$ cat config.mk
export PLATFORM = sky130hd
export DESIGN_NAME = sprite_line_rle_decoder_core_flat
export DESIGN_NICKNAME = d
export VERILOG_FILES = /design/src/rtl/srle_pkg.sv /design/src/rtl/srle_if.sv /design/src/rtl/sprite_line_rle_decoder_core.sv /design/src/rtl/srle_dp.sv /design/src/rtl/srle_ctrl.sv /design/src/flat_wrapper.sv
export VERILOG_INCLUDE_DIRS = /design/src /design/src/rtl
export SDC_FILE = /design/constraint.sdc
export NUM_CORES = 1
export LEC_CHECK = 0
export BUFFER_PORTS_ARGS = -buffer_cell sky130_fd_sc_hd__buf_2
export CAP_MARGIN = 20
export CORE_UTILIZATION = 49
export CTS_BUF_LIST = sky130_fd_sc_hd__clkbuf_16
export CTS_CLUSTER_DIAMETER = 30
export DETAILED_ROUTE_END_ITERATION = 8
export PLACE_DENSITY = 0.75
export SETUP_SLACK_MARGIN = 0.02
export SLEW_MARGIN = 25
export SYNTH_ARGS = -nofsm -noshare
export SYNTH_HDL_FRONTEND = slang
export SYNTH_HIERARCHICAL = 1
export SYNTH_SLANG_ARGS = --single-unit
export TNS_END_PERCENT = 1
$ cat constraint.sdc
create_clock -name clk -period 3.81 [get_ports clk]
set_clock_uncertainty 0.2 [all_clocks]
set_input_delay 1.143 -clock clk [delete_from_list [all_inputs] [get_ports clk]]
set_output_delay 1.143 -clock clk [all_outputs]
set_load 0.005 [all_outputs]
$ cat src/rtl/sprite_line_rle_decoder_core_defines.svh
// ----------------------------------------------------------------------------
// Sprite line RLE decoder assertion macros
// Shared assertion forms for the decoder core, clocked on clk and held off
// while arst_n is low.
// ----------------------------------------------------------------------------
`ifndef SPRITE_LINE_RLE_DECODER_CORE_DEFINES_SVH
`define SPRITE_LINE_RLE_DECODER_CORE_DEFINES_SVH

// A property that must hold at every clock edge.
`define SRLE_ASSERT_ALWAYS(name, prop, msg) \
	name: assert property (@(posedge clk) disable iff (!arst_n) (prop)) else $error(msg);

// A condition that must be followed by another one in the next cycle.
`define SRLE_ASSERT_NEXT(name, ante, cons, msg) \
	name: assert property (@(posedge clk) disable iff (!arst_n) (ante) |=> (cons)) \
		else $error(msg);

`endif

$ cat src/rtl/srle_pkg.sv
// ----------------------------------------------------------------------------
// Sprite line RLE decoder package
// Types, register indexes and helper functions shared by the decoder modules.
// ----------------------------------------------------------------------------
package srle_pkg;

	localparam int unsigned CFG_IDX_W = 2;
	localparam int unsigned CFG_DATA_W = 16;

	localparam logic [CFG_IDX_W-1:0] REG_FRAME_WIDTH = 2'd0;
	localparam logic [CFG_IDX_W-1:0] REG_X_OFFSET = 2'd1;
	localparam logic [CFG_IDX_W-1:0] REG_Y_OFFSET = 2'd2;

	localparam logic [15:0] FRAME_WIDTH_RESET = 16'd256;

	localparam logic [7:0] SKIP_MIN = 8'h80;
	localparam logic [7:0] RUN_MIN = 8'h41;
	localparam logic [7:0] RUN_MAX = 8'h7F;
	localparam logic [7:0] LIT_NONE = 8'h00;

	typedef enum logic [1:0] {
		ST_CMD,
		ST_RUNCOL,
		ST_LIT,
		ST_EMIT
	} state_t;

	typedef enum logic [1:0] {
		CLS_ZERO,
		CLS_LIT,
		CLS_RUN,
		CLS_SKIP
	} cls_t;

	typedef struct packed {
		logic line_init;
		logic skip;
		logic load_run;
		logic load_lit;
		logic dec_lit;
		logic latch_color;
		logic emit;
		logic emit_color;
		logic emit_last;
		logic dec_run;
	} ctrl_cmd_t;

	typedef struct packed {
		cls_t cls;
		logic lit_one;
		logic run_one;
		logic out_free;
	} dp_sts_t;

	function automatic logic [15:0] sat_add16(input logic [15:0] a, input logic [15:0] b);
		logic [16:0] s;
		s = {1'b0, a} + {1'b0, b};
		return s[16] ? 16'hFFFF : s[15:0];
	endfunction

endpackage

$ cat src/rtl/srle_if.sv
// ----------------------------------------------------------------------------
// Sprite line RLE decoder channel interfaces
// Valid/ready channels for encoded bytes, pixel writes and register writes.
// ----------------------------------------------------------------------------
interface srle_in_if;
	logic valid;
	logic ready;
	logic [7:0] code_byte;
	logic line_start;

	modport source (output valid, output code_byte, output line_start, input ready);
	modport sink (input valid, input code_byte, input line_start, output ready);
endinterface

interface srle_out_if;
	logic valid;
	logic ready;
	logic [15:0] pixel_column;
	logic [15:0] pixel_row;
	logic [7:0] pixel_value;
	logic out_of_range;
	logic last_of_run;

	modport source (output valid, output pixel_column, output pixel_row,
		output pixel_value, output out_of_range, output last_of_run, input ready);
	modport sink (input valid, input pixel_column, input pixel_row,
		input pixel_value, input out_of_range, input last_of_run, output ready);
endinterface

interface srle_cfg_if;
	logic valid;
	logic ready;
	logic [srle_pkg::CFG_IDX_W-1:0] index;
	logic [srle_pkg::CFG_DATA_W-1:0] data;

	modport source (output valid, output index, output data, input ready);
	modport sink (input valid, input index, input data, output ready);
endinterface

$ cat src/rtl/sprite_line_rle_decoder_core.sv
// ----------------------------------------------------------------------------
// Sprite line RLE decoder core
// Decodes run-length encoded sprite lines into pixel write transactions.
//
// Channel   Direction  Transaction
// code_in   sink       one encoded byte with its line start flag
// pixel_out source     one pixel write: column, row, value and flags
// cfg       sink       one register write: index and data
//
// Each command or literal byte is taken on its own; a literal byte also loads
// its pixel into the output register. A run color byte latches its color, and
// then its run emits one pixel per cycle while the output register is free, with code_in held off.
// A byte is taken only when the output register is empty or being drained in
// the same cycle, so a stalled pixel_out stalls code_in.
// Reset leaves no pixel pending and needs no clearing pass.
// ----------------------------------------------------------------------------
`include "sprite_line_rle_decoder_core_defines.svh"

module sprite_line_rle_decoder_core (
	input logic clk,
	input logic arst_n,
	srle_in_if.sink code_in,
	srle_out_if.source pixel_out,
	srle_cfg_if.sink cfg
);

	srle_pkg::ctrl_cmd_t cmd;
	srle_pkg::dp_sts_t sts;
	srle_pkg::state_t ctrl_st;
	logic in_accept;
	logic out_accept;
	logic run_busy;
	logic lit_take;
	logic line_take;

	assign cfg.ready = 1'b1;
	assign in_accept = code_in.valid && code_in.ready;
	assign out_accept = pixel_out.valid && pixel_out.ready;
	assign run_busy = (ctrl_st == srle_pkg::ST_EMIT);
	assign lit_take = in_accept && !code_in.line_start && ctrl_st == srle_pkg::ST_LIT;
	assign line_take = in_accept && code_in.line_start;

	srle_ctrl u_ctrl (
		.clk(clk),
		.arst_n(arst_n),
		.in_valid(code_in.valid),
		.line_start(code_in.line_start),
		.in_ready(code_in.ready),
		.sts(sts),
		.cmd(cmd),
		.state(ctrl_st)
	);

	srle_dp u_dp (
		.clk(clk),
		.arst_n(arst_n),
		.code_byte(code_in.code_byte),
		.cfg_we(cfg.valid && cfg.ready),
		.cfg_index(cfg.index),
		.cfg_data(cfg.data),
		.cmd(cmd),
		.sts(sts),
		.out_valid(pixel_out.valid),
		.out_ready(pixel_out.ready),
		.pixel_column(pixel_out.pixel_column),
		.pixel_row(pixel_out.pixel_row),
		.pixel_value(pixel_out.pixel_value),
		.out_of_range(pixel_out.out_of_range),
		.last_of_run(pixel_out.last_of_run)
	);

	`SRLE_ASSERT_ALWAYS(a_no_input_in_run, !(run_busy && code_in.ready), "code_in open in a run")
	`SRLE_ASSERT_NEXT(a_literal_emits, lit_take, pixel_out.valid && pixel_out.last_of_run, "no literal")
	`SRLE_ASSERT_NEXT(a_run_continues, out_accept && !pixel_out.last_of_run, pixel_out.valid, "run gap")
	`SRLE_ASSERT_NEXT(a_line_start_is_command, line_take, !run_busy, "line start not a command")

endmodule

$ cat src/rtl/srle_dp.sv
// ----------------------------------------------------------------------------
// Sprite line RLE decoder datapath
// Holds the registers, the column and row position, the run and literal
// counters and the pixel output register.
// ----------------------------------------------------------------------------
module srle_dp (
	input  logic clk,
	input  logic arst_n,
	input  logic [7:0] code_byte,
	input  logic cfg_we,
	input  logic [srle_pkg::CFG_IDX_W-1:0] cfg_index,
	input  logic [srle_pkg::CFG_DATA_W-1:0] cfg_data,
	input  srle_pkg::ctrl_cmd_t cmd,
	output srle_pkg::dp_sts_t sts,
	output logic out_valid,
	input  logic out_ready,
	output logic [15:0] pixel_column,
	output logic [15:0] pixel_row,
	output logic [7:0] pixel_value,
	output logic out_of_range,
	output logic last_of_run
);

	logic [15:0] frame_width_q;
	logic [7:0] x_offset_q;
	logic [7:0] y_offset_q;
	logic [15:0] column_q;
	logic [15:0] row_q;
	logic seen_q;
	logic [6:0] lit_q;
	logic [5:0] run_q;
	logic [7:0] color_q;
	logic out_valid_q;
	logic [15:0] col_base;
	logic [7:0] emit_value;
	srle_pkg::cls_t cls;

	always_comb begin
		case (code_byte) inside
			[srle_pkg::SKIP_MIN:8'hFF]: cls = srle_pkg::CLS_SKIP;
			[srle_pkg::RUN_MIN:srle_pkg::RUN_MAX]: cls = srle_pkg::CLS_RUN;
			srle_pkg::LIT_NONE: cls = srle_pkg::CLS_ZERO;
			default: cls = srle_pkg::CLS_LIT;
		endcase
	end

	assign sts.cls = cls;
	assign sts.lit_one = (lit_q == 7'd1);
	assign sts.run_one = (run_q == 6'd1);
	assign sts.out_free = !out_valid_q || out_ready;

	assign col_base = cmd.line_init ? {8'd0, x_offset_q} : column_q;
	assign emit_value = cmd.emit_color ? color_q : code_byte;

	always_ff @(posedge clk or negedge arst_n) begin
		if (!arst_n) begin
			frame_width_q <= srle_pkg::FRAME_WIDTH_RESET;
			x_offset_q <= '0;
			y_offset_q <= '0;
		end else if (cfg_we) begin
			case (cfg_index)
				srle_pkg::REG_FRAME_WIDTH: frame_width_q <= cfg_data;
				srle_pkg::REG_X_OFFSET: x_offset_q <= cfg_data[7:0];
				srle_pkg::REG_Y_OFFSET: y_offset_q <= cfg_data[7:0];
				default: ;
			endcase
		end
	end

	always_ff @(posedge clk or negedge arst_n) begin
		if (!arst_n) begin
			column_q <= '0;
			row_q <= '0;
			seen_q <= 1'b0;
			lit_q <= '0;
			run_q <= '0;
			out_valid_q <= 1'b0;
		end else begin
			if (cmd.skip) begin
				column_q <= srle_pkg::sat_add16(col_base, {9'd0, code_byte[6:0]});
			end else if (cmd.line_init) begin
				column_q <= col_base;
			end else if (cmd.emit) begin
				column_q <= srle_pkg::sat_add16(column_q, 16'd1);
			end
			if (cmd.line_init) begin
				row_q <= seen_q ? srle_pkg::sat_add16(row_q, 16'd1) : {8'd0, y_offset_q};
				seen_q <= 1'b1;
			end
			if (cmd.load_lit) begin
				lit_q <= code_byte[6:0];
			end else if (cmd.dec_lit) begin
				lit_q <= lit_q - 7'd1;
			end
			if (cmd.load_run) begin
				run_q <= code_byte[5:0];
			end else if (cmd.dec_run) begin
				run_q <= run_q - 6'd1;
			end
			if (cmd.emit) begin
				out_valid_q <= 1'b1;
			end else if (out_ready) begin
				out_valid_q <= 1'b0;
			end
		end
	end

	always_ff @(posedge clk) begin
		if (cmd.latch_color) begin
			color_q <= code_byte;
		end
		if (cmd.emit) begin
			pixel_column <= column_q;
			pixel_row <= row_q;
			pixel_value <= emit_value;
			out_of_range <= (column_q >= frame_width_q);
			last_of_run <= cmd.emit_last;
		end
	end

	assign out_valid = out_valid_q;

endmodule

$ cat src/rtl/srle_ctrl.sv
// ----------------------------------------------------------------------------
// Sprite line RLE decoder controller
// Tracks what the next encoded byte means and sequences the pixel writes of
// each run.
// ----------------------------------------------------------------------------
module srle_ctrl (
	input  logic clk,
	input  logic arst_n,
	input  logic in_valid,
	input  logic line_start,
	output logic in_ready,
	input  srle_pkg::dp_sts_t sts,
	output srle_pkg::ctrl_cmd_t cmd,
	output srle_pkg::state_t state
);

	srle_pkg::state_t state_q;
	srle_pkg::state_t state_d;
	srle_pkg::state_t eff_state;
	logic accept;

	always_ff @(posedge clk or negedge arst_n) begin
		if (!arst_n) begin
			state_q <= srle_pkg::ST_CMD;
		end else begin
			state_q <= state_d;
		end
	end

	always_comb begin
		in_ready = (state_q != srle_pkg::ST_EMIT) && sts.out_free;
		accept = in_valid && in_ready;
		eff_state = line_start ? srle_pkg::ST_CMD : state_q;
		cmd = '0;
		state_d = state_q;
		if (state_q == srle_pkg::ST_EMIT) begin
			if (sts.out_free) begin
				cmd.emit = 1'b1;
				cmd.emit_color = 1'b1;
				cmd.emit_last = sts.run_one;
				cmd.dec_run = 1'b1;
				if (sts.run_one) begin
					state_d = srle_pkg::ST_CMD;
				end
			end
		end else if (accept) begin
			cmd.line_init = line_start;
			case (eff_state)
				srle_pkg::ST_RUNCOL: begin
					cmd.latch_color = 1'b1;
					state_d = srle_pkg::ST_EMIT;
				end
				srle_pkg::ST_LIT: begin
					cmd.emit = 1'b1;
					cmd.emit_last = 1'b1;
					cmd.dec_lit = 1'b1;
					state_d = sts.lit_one ? srle_pkg::ST_CMD : srle_pkg::ST_LIT;
				end
				default: begin
					state_d = srle_pkg::ST_CMD;
					case (sts.cls)
						srle_pkg::CLS_SKIP: cmd.skip = 1'b1;
						srle_pkg::CLS_RUN: begin
							cmd.load_run = 1'b1;
							state_d = srle_pkg::ST_RUNCOL;
						end
						srle_pkg::CLS_LIT: begin
							cmd.load_lit = 1'b1;
							state_d = srle_pkg::ST_LIT;
						end
						default: ;
					endcase
				end
			endcase
		end
	end

	assign state = state_q;

endmodule

$ cat src/flat_wrapper.sv
// flat-port wrapper written by rule: the top's interface ports become plain ports
module sprite_line_rle_decoder_core_flat 
  (clk, arst_n, code_in_valid, code_in_code_byte, code_in_line_start, code_in_ready, pixel_out_valid, pixel_out_pixel_column, pixel_out_pixel_row, pixel_out_pixel_value, pixel_out_out_of_range, pixel_out_last_of_run, pixel_out_ready, cfg_valid, cfg_index, cfg_data, cfg_ready);
  srle_in_if code_in_i ();
  srle_out_if pixel_out_i ();
  srle_cfg_if cfg_i ();
  input logic clk;
  input logic arst_n;
  input wire logic [$bits(code_in_i.valid)-1:0] code_in_valid;
  input wire logic [$bits(code_in_i.code_byte)-1:0] code_in_code_byte;
  input wire logic [$bits(code_in_i.line_start)-1:0] code_in_line_start;
  output wire logic [$bits(code_in_i.ready)-1:0] code_in_ready;
  output wire logic [$bits(pixel_out_i.valid)-1:0] pixel_out_valid;
  output wire logic [$bits(pixel_out_i.pixel_column)-1:0] pixel_out_pixel_column;
  output wire logic [$bits(pixel_out_i.pixel_row)-1:0] pixel_out_pixel_row;
  output wire logic [$bits(pixel_out_i.pixel_value)-1:0] pixel_out_pixel_value;
  output wire logic [$bits(pixel_out_i.out_of_range)-1:0] pixel_out_out_of_range;
  output wire logic [$bits(pixel_out_i.last_of_run)-1:0] pixel_out_last_of_run;
  input wire logic [$bits(pixel_out_i.ready)-1:0] pixel_out_ready;
  input wire logic [$bits(cfg_i.valid)-1:0] cfg_valid;
  input wire logic [$bits(cfg_i.index)-1:0] cfg_index;
  input wire logic [$bits(cfg_i.data)-1:0] cfg_data;
  output wire logic [$bits(cfg_i.ready)-1:0] cfg_ready;
  assign code_in_i.valid = code_in_valid;
  assign code_in_i.code_byte = code_in_code_byte;
  assign code_in_i.line_start = code_in_line_start;
  assign code_in_ready = code_in_i.ready;
  assign pixel_out_valid = pixel_out_i.valid;
  assign pixel_out_pixel_column = pixel_out_i.pixel_column;
  assign pixel_out_pixel_row = pixel_out_i.pixel_row;
  assign pixel_out_pixel_value = pixel_out_i.pixel_value;
  assign pixel_out_out_of_range = pixel_out_i.out_of_range;
  assign pixel_out_last_of_run = pixel_out_i.last_of_run;
  assign pixel_out_i.ready = pixel_out_ready;
  assign cfg_i.valid = cfg_valid;
  assign cfg_i.index = cfg_index;
  assign cfg_i.data = cfg_data;
  assign cfg_ready = cfg_i.ready;
  sprite_line_rle_decoder_core u_core (.clk(clk), .arst_n(arst_n), .code_in(code_in_i), .pixel_out(pixel_out_i), .cfg(cfg_i));
endmodule
==> results of run 1 <==
-- worst paths after layout --
path	slack, ns	cells after the start	to
worst max-delay path	0.30	12	u_core/u_dp/column_q[2]
min in group asynchronous	0.54	1	u_core/u_dp/lit_q[0]
worst max register to register	0.72	11	u_core/u_dp/column_q[2]
max in group asynchronous	2.30	1	u_core/u_dp/x_offset_q[0]
worst min register to register	0.29	0	u_core/u_dp/pixel_row[10]
worst min-delay path	0.29	0	u_core/u_dp/pixel_row[10]
-- flip-flops by register name, summed over array words and instances (netlist names) --
signal                     flops
u_core/u_dp/column_q          16
u_core/u_dp/frame_width_q     16
u_core/u_dp/pixel_column      16
u_core/u_dp/pixel_row         16
u_core/u_dp/row_q             16
u_core/u_dp/color_q            8
u_core/u_dp/pixel_value        8
u_core/u_dp/x_offset_q         8
u_core/u_dp/y_offset_q         8
u_core/u_dp/lit_q              7
u_core/u_dp/run_q              6
u_core/u_ctrl/state            2
u_core/u_dp/last_of_run        1
u_core/u_dp/out_of_range       1
u_core/u_dp/out_valid          1
u_core/u_dp/seen_q             1
-- power by group through the flow --
stage               Sequential [µW]  Combinational [µW]  Clock (µW)
floorplan                      2010                1070           0
global placement               2110                1410           0
detailed placement             2120                1500           0
CTS                            2100                1510        1420
global route                   2140                1690        1480
finish                         2110                1530        1400
-- metrics by stage --
stage	std cells	hold slack (ns)	utilization	setup slack, ns
after floorplan	645	0.240	-	-0.245
after global placement	894	0.266	0.549	-0.0283
after detailed placement	894	0.270	0.549	-0.105
after CTS	926	0.285	0.585	0.334
after global routing	926	0.297	0.585	0.178
final	926	0.291	0.585	0.299
-- cells by family after synthesis --
kind of cell,after synthesis
xor+xnor,24
buf+inv,62
simple gates,201
compound gates,161
other cells,1
fa+ha+maj,32
flops,131
mux,33
-- cell usage after synthesis (9+ instances only) --
cell      count  share of area
inv_1        35          0.019
ha_1         31          0.056
xnor2_1      12          0.015
and4_1       11          0.014
edfxtp_1     50           0.22
a31oi_1      10         0.0090
and3_1       11         0.0099
nor3_1        9         0.0065
o21ai_0      44          0.032
o22ai_1       9         0.0081
nor2_1       25          0.013
a21oi_1      25          0.018
nand2b_1     11         0.0099
mux2_2       31          0.050
nand2_1      66          0.035
o211ai_1     12          0.013
xor2_1       12          0.015
nand4_1      15          0.013
dfrtp_1      80           0.29
clkbuf_1     11         0.0059
nand3_1      15          0.011
-- layer usage --
metal  share of wire  wire, µm
met1            0.42      6990
met4           0.027       446
met2            0.50      8250
met3           0.046       762
met5               0         0
-- layout by cell type, fill, tap and decap left out, types with 15 or more instances in the layout --
cell       instances
o21ai_0           44
edfxtp_1          50
inv_1             38
dfrtp_1           80
nand4_1           15
mux2_2            30
a21oi_1           25
ha_1              31
clkbuf_16         17
buf_4             21
nand3_1           15
nor2_1            24
nand2_1           66
buf_2             74
-- final cells by class --
type                       instances  area, µm²  area share
tap                              180        225      0.0277
clock buffer                      17        425      0.0524
clock inverter                    15       80.1     0.00986
timing repair buffer              96        539      0.0664
multi-input combinational        452       3190       0.393
sequential                       131       3530       0.434
inverter                          35        131      0.0162
==> reports/results.ini, run 1 <==
[finish]
diodes = 0
drive_gt1_frac = 0.251
fin_area_um2 = 8130
fillers = 1169
fin_nets = 797
syn2layout_area_growth_pct = 16.4

[synthesis]
ys.flop_type = dfrtp_1
yosys.area_share.adder = 0.0584
avgSynthCellArea_um2 = 10.8
syn_nets = 709
synth_enable_flop_cells = 50
ys_ff_latch = 131
synth_compound_area_frac = 0.156
yosysSeqAreaShare = 0.506
synthSimpleGateAreaFrac = 0.155
synthXorXnorAreaFrac = 0.0301
synth.mux.area_fraction = 0.0536
synthCells = 645
async_reset_ff_frac = 0.618
ys_types = 76
syn-cell-area_um2 = 6980
synth_top_family_by_area = compound AO/OA/AOI/OAI gates
synth_warnings = 6

[clock_tree]
cts_resized = 0
clock_sinks = 131
cts_htree_levels = 4
cts_setup_buffers = 0
cts_tree = done
clk_pin_slew_ns = 0.06
cts_root_buffer = clkbuf_16
cts_buffer_depth = 2
cts_hold_buf = 0
clk_latency_ns = 0.42
cts_buffers = 17

[placement]
postPlaceCellArea_um2 = 7620
hpwl_um = 11400
io_buffers = 75
place_congestion = 0.898

[setup_path]
crit_type = input pin to flip-flop
endpoint_kind = flip-flop
worst-path-buf-inv = 1
cp-start-kind = input pin
cp_slowest_stage_delay_ns = 0.40
path_delay_family = compound AO/OA/AOI/OAI gates
crit_start = pixel_out_ready
cp_max_fo = 8
timing.rr.start = u_core/u_dp/out_valid
worstPathArrival_ns = 3.62
slowest_stage = fa_2
path_cells = buf_2 > nand2b_4 > nand2_4 > a21oi_4 > and2_4 > mux2_4 > fa_2 > a211oi_2 > nor3_1 > nor2_2 > o21ai_2 > o221a_2
crit_required_ns = 3.92

[die]
die_w_um = 121
io_pins = 77
start_util = 0.503
dieArea_um2 = 14700
dieHeight_um = 121
core_area_um2 = 13900
rows = 43

[sta]
drv_slew = 0
finalHoldViolCount = 0
setup_viol = 0
fmax_ghz = 0.285
layout_min_cycle_time_ns = 3.51
max-slew-margin-rel = 0.481
grt_setup_unrepaired = false
fin_crit_sh = 0.921
worst_pin_slew_ns = 0.779
finalSetupTns_ns = 0

[power]
p_leak_uw = 0.00347
p_per_area_nw_per_um2 = 619
power_frac_comb = 0.303
switching_share = 0.341
pwr-share-clk = 0.278
ir_drop_mv = 0.323
internal-power_uw = 3310
switchingPower_uw = 1720
total_power_uw = 5030
p_seq_frac = 0.419

[drt]
vias = 5479
wl_um = 16400
drtIter0Drc = 675
postRouteAntennaNets = 0
drt-wirelength-per-cell_um = 17.8
first_pass_iters = 5
viasPerCell = 5.92
drcViolationCount = 0

[global_route]
grtUsageTotal = 0.236
met2_usage = 0.390
grt_pass1_wl_um = 26700
grt-busiest-layer = met2
grt.met1_usage = 0.291
antenna_found_initial = 0
grt_overflow_total = 0
grt_start_max_net_pins = 82
grt_pass1_vias = 5383
gr-usage-met3 = 0.0475

[hold_path]
hp-class = flip-flop to flip-flop
min-delay-start = u_core/u_dp/row_q[10]

[run]
drv_cap = 0

[outcome]
status = completed

(Power assumes the default switching activity.)
==> run 2, diff against run 1 <==
--- a/config.mk
+++ b/config.mk
@@ -8,11 +8,13 @@
 export LEC_CHECK = 0
 export BUFFER_PORTS_ARGS = -buffer_cell sky130_fd_sc_hd__buf_2
 export CAP_MARGIN = 20
+export CORE_MARGIN = 1.5
 export CORE_UTILIZATION = 49
 export CTS_BUF_LIST = sky130_fd_sc_hd__clkbuf_16
 export CTS_CLUSTER_DIAMETER = 30
 export DETAILED_ROUTE_END_ITERATION = 8
-export PLACE_DENSITY = 0.75
+export GPL_ROUTABILITY_DRIVEN = 0
+export PLACE_DENSITY = 0.73
 export SETUP_SLACK_MARGIN = 0.02
 export SLEW_MARGIN = 25
 export SYNTH_ARGS = -nofsm -noshare
==> constraint.sdc (replaced) <==
create_clock -name clk -period 4.2 [get_ports clk]
set_clock_uncertainty 0.2 [all_clocks]
set_input_delay 1.26 -clock clk [delete_from_list [all_inputs] [get_ports clk]]
set_output_delay 1.26 -clock clk [all_outputs]
set_load 0.005 [all_outputs]
==> reports/results.ini, run 2 (same netlist as run 1, synthesis figures left out) <==
[die]
rows = 43
dieHeight_um = 122
core_area_um2 = 13900
start_util = 0.503
die_w_um = 122
io_pins = 77
dieArea_um2 = 15000

[drt]
first_pass_iters = 5
met2WireLength_um = 8120
met3WireLength_um = 811
drt-wirelength-per-cell_um = 17.7
wl_um = 16200
vias = 5381
wl_met1_um = 6850
drtIter0Drc = 596
postRouteAntennaNets = 0
drcViolationCount = 0
viasPerCell = 5.87
routed.top_layer = met4

[clock_tree]
clock_sinks = 131
clk_latency_ns = 0.42
cts_tree = done
cts_root_buffer = clkbuf_16
cts_htree_levels = 4
cts_buffers = 17
cts_buffer_depth = 2
cts_hold_buf = 0
cts_resized = 0
cts_setup_buffers = 0
clk_pin_slew_ns = 0.05

[setup_path]
cp-start-kind = input pin
worstPathArrival_ns = 3.83
cp_max_fo = 10
rr_worst_depth = 11
crit_type = input pin to flip-flop
timing.rr.start = u_core/u_dp/out_valid
r2r_end = u_core/u_dp/column_q[2]
worst-r2r-setup-slack_ns = 1.01
crit_start = pixel_out_ready
endpoint_kind = flip-flop
crit_end = u_core/u_dp/column_q[2]
crit_required_ns = 4.30

[finish]
fin_util = 0.586
syn2layout_area_growth_pct = 16.5
diodes = 0
drive_gt1_frac = 0.245
mostFrequentLayoutCell = dfrtp_1
fin_nets = 787
fin_area_um2 = 8130
final_cell_mix = dfrtp_1 (80), buf_2 (74), nand2_1 (66)

[sta]
worst_pin_slew_ns = 0.771
hold-worst-slack_ns = 0.300
max-slew-margin-rel = 0.486
setup_viol = 0
drv_slew = 0
grt_setup_unrepaired = false
fin_crit_sh = 0.889
finalHoldViolCount = 0
layout_min_cycle_time_ns = 3.73
fmax_ghz = 0.268
finalSetupTns_ns = 0

[power]
ir_drop_mv = 0.352
p_per_area_nw_per_um2 = 576
p_leak_uw = 0.00345

[global_route]
grt_overflow_total = 0
grt_pass1_wl_um = 26900
grt_start_max_net_pins = 82
grt_pass1_vias = 5491
antenna_found_initial = 0
grtUsageTotal = 0.232

[run]
drv_cap = 0

[placement]
hpwl_um = 11300
postPlaceCellArea_um2 = 7540
io_buffers = 75

[outcome]
status = completed

[hold_path]
hp-class = flip-flop to flip-flop

run 2: cell types whose count changed in the layout (fill, tap and decap cells not counted):
cell / change
nand2_2: +1
nand2_4: -1
inv_6: +1
buf_4: -10
clkinv_2: -2
inv_1: -2
bufinv_16: +3
clkinv_4: +1
clkinv_1: -1
run 2: metal layers:
metal / up-vias / GRT usage
li1: 2544 / -
met1: 2610 / 0.281
met2: 184 / 0.390
met3: 43 / 0.0539
met4: 0 / 0.112
met5: - / 0
run 2: worst min path at each step:
stage	start	end	slack [ns]	cells past startpoint
finish	u_core/u_dp/row_q[10]	u_core/u_dp/pixel_row[10]	0.30	0
global route	u_core/u_dp/row_q[10]	u_core/u_dp/pixel_row[10]	0.31	0
CTS	u_core/u_dp/row_q[10]	u_core/u_dp/pixel_row[10]	0.29	0
detailed placement	u_core/u_dp/row_q[10]	u_core/u_dp/pixel_row[10]	0.27	0
global placement	u_core/u_dp/row_q[10]	u_core/u_dp/pixel_row[10]	0.26	0
floorplan	u_core/u_dp/row_q[10]	u_core/u_dp/pixel_row[10]	0.24	0
run 2: stage by stage:
step | total power [µW] | cells | setup slack (ns)
4_1_cts | 4710 | 916 | 0.493
6_report | 4690 | 916 | 0.467
3_5_place_dp | 3210 | 884 | 0.0588
5_1_grt | 4970 | 916 | 0.337
3_3_place_gp | 3140 | 884 | 0.116
2_1_floorplan | 2800 | 645 | 0.0174
run 2: area by class of cell:
class                   count  area (µm²)
clock inverters            15         166
multi-input cells         452        3190
clock buffers              17         425
fillers                  1139        5750
repair buffers             86         464
well taps                 180         225
flip-flops and latches    131        3530
inverters                  35         131
run 2: critical path, stage by stage:
cell	delay (ns)
buf_2	0.08
nand2b_4	0.15
nand2_2	0.08
a21oi_4	0.12
and2_4	0.24
mux2_4	0.33
fa_2	0.42
a211oi_2	0.27
nor3_1	0.10
nor2_2	0.28
o21ai_2	0.18
o221a_2	0.31
run 2: power breakdown:
| part | total, µW | leakage [µW] | switching (µW) | internal (µW) |
|---|---|---|---|---|
| combinational | 1300 | 0.00169 | 708 | 596 |
| clock | 1480 | 0.000288 | 555 | 926 |
| sequential | 1900 | 0.00148 | 275 | 1630 |
==> run 3, diff against run 2 <==
--- a/config.mk
+++ b/config.mk
@@ -9,12 +9,12 @@
 export BUFFER_PORTS_ARGS = -buffer_cell sky130_fd_sc_hd__buf_2
 export CAP_MARGIN = 20
 export CORE_MARGIN = 1.5
-export CORE_UTILIZATION = 49
+export CORE_UTILIZATION = 39
 export CTS_BUF_LIST = sky130_fd_sc_hd__clkbuf_16
 export CTS_CLUSTER_DIAMETER = 30
 export DETAILED_ROUTE_END_ITERATION = 8
 export GPL_ROUTABILITY_DRIVEN = 0
-export PLACE_DENSITY = 0.73
+export PLACE_DENSITY = 0.61
 export SETUP_SLACK_MARGIN = 0.02
 export SLEW_MARGIN = 25
 export SYNTH_ARGS = -nofsm -noshare
==> constraint.sdc (replaced) <==
create_clock -name clk -period 4.57 [get_ports clk]
set_clock_uncertainty 0.2 [all_clocks]
set_input_delay 1.371 -clock clk [delete_from_list [all_inputs] [get_ports clk]]
set_output_delay 1.371 -clock clk [all_outputs]
set_load 0.005 [all_outputs]
==> reports/results.ini, run 3 (same netlist as run 1, synthesis figures left out) <==
[drt]
postRouteAntennaNets = 0
viasPerCell = 5.60
wl_um = 16500
first_pass_iters = 5
drtIter0Drc = 376
vias = 5373
drt-wirelength-per-cell_um = 17.2
drcViolationCount = 0

[die]
io_pins = 77
die_w_um = 137
core_area_um2 = 17400
rows = 48
dieHeight_um = 137
dieArea_um2 = 18700
start_util = 0.401

[setup_path]
timing.rr.start = u_core/u_dp/out_valid
crit_required_ns = 4.68
cp_max_fo = 11
cp_slowest_stage_delay_ns = 0.40
slowest_stage = mux2_2
crit_start = pixel_out_ready
cp-start-kind = input pin
crit_type = input pin to flip-flop
rr_worst_depth = 11
r2r_end = u_core/u_dp/column_q[12]
path_cells = buf_2 > nand2b_2 > nand2_2 > a21oi_4 > and2_2 > mux2_2 > fa_2 > a211oi_2 > o21ai_1 > a21o_1 > mux2_4 > a311oi_1
worstPathArrival_ns = 4.16
endpoint_kind = flip-flop
worst-r2r-setup-slack_ns = 1.18

[finish]
diodes = 0
syn2layout_area_growth_pct = 16.4
final_cell_mix = dfrtp_1 (80), buf_2 (74), nand2_1 (66)
regArea_um2 = 3530
fin_util = 0.467
multiInputGateArea_um2 = 3180
drive_gt1_frac = 0.236
fillers = 1643
fin_cells = 959
mostFrequentLayoutCell = dfrtp_1
fin_area_um2 = 8130
fin_nets = 785

[power]
power_frac_comb = 0.281
p_seq_frac = 0.418
switchingPower_uw = 1400
p_per_area_nw_per_um2 = 519
pwr-share-clk = 0.301
total_power_uw = 4220
switching_share = 0.331
p_leak_uw = 0.00345
internal-power_uw = 2820
ir_drop_mv = 0.282

[sta]
finalHoldViolCount = 0
layout_min_cycle_time_ns = 4.05
fin_crit_sh = 0.886
drv_slew = 0
max-slew-margin-rel = 0.480
finalSetupTns_ns = 0
setup_viol = 0
grt_setup_unrepaired = false
worst_pin_slew_ns = 0.777
fmax_ghz = 0.247

[global_route]
grt_overflow_total = 0
grt_pass1_vias = 5261
grt_pass1_wl_um = 26600
grt_start_max_net_pins = 72
grtUsageTotal = 0.185
antenna_found_initial = 0

[clock_tree]
cts_htree_levels = 4
cts_hold_buf = 0
cts_buffer_depth = 2
cts_resized = 0
cts_tree = done
cts_setup_buffers = 0
clk_latency_ns = 0.41
cts_buffers = 17
cts_root_buffer = clkbuf_16
clock_sinks = 131
clk_pin_slew_ns = 0.06

[placement]
hpwl_um = 11600
dp.cells = 927
postPlaceCellArea_um2 = 7570
io_buffers = 75

[hold_path]
min-delay-start = u_core/u_dp/row_q[10]
worstHoldPathCells = 0
hold_end = u_core/u_dp/pixel_row[10]
hp-class = flip-flop to flip-flop

[outcome]
status = completed

[run]
drv_cap = 0

[run 3: cell count changes in the layout (fill, tap and decap cells not counted), moves of 2 or more]
cell	before	now
clkbuf_16	17	19
inv_1	36	41
buf_4	11	9
clkinv_4	2	0
clkinvlp_4	3	0
bufinv_16	3	1
[run 3: power groups by stage]
stage                     logic (µW)  registers, µW  clock network [µW]
after floorplan                  882           1680                   0
after global placement          1130           1770                   0
after detailed placement        1180           1780                   0
after CTS                       1190           1760                1300
after global routing            1340           1800                1350
final                           1190           1770                1270
[run 3: through the flow]
stage               hold WS [ns]  setup WS [ns]
detailed placement         0.265          0.142
global route               0.301          0.346
floorplan                  0.240         0.0641
finish                     0.286          0.521
global placement           0.265          0.211
CTS                        0.279          0.561
[run 3: final cells by class]
cell class	instances	share of cell area
clock buffer	19	0.0585
clock inverter	13	0.0100
inverter	35	0.0162
multi-input combinational	452	0.391
sequential	131	0.434
tap	225	0.0346
timing repair buffer	84	0.0553
[run 3: worst max path at each step]
| stage | end |
|---|---|
| after floorplan | u_core/u_dp/column_q[12] |
| after global placement | u_core/u_dp/column_q[2] |
| after detailed placement | u_core/u_dp/column_q[13] |
| after CTS | u_core/u_dp/column_q[12] |
| after global routing | u_core/u_dp/column_q[12] |
| final | u_core/u_dp/column_q[12] |
[run 3: critical path, delay by kind of cell]
family	cells	cell delay [ns]
AOI/OAI and AO/OA	5	1.16
muxes	2	0.66
and+or+nand+nor	3	0.50
adders and majority gates	1	0.40
buffers and inverters	1	0.07
[run 3: per-layer routing]
layer  vias up  track usage  routed length (µm)
li1       2539            -                   -
met1      2626        0.232                7160
met2       188        0.314                8250
met3        20       0.0400                 814
met4         0       0.0661                 243
met5         -            0                   0
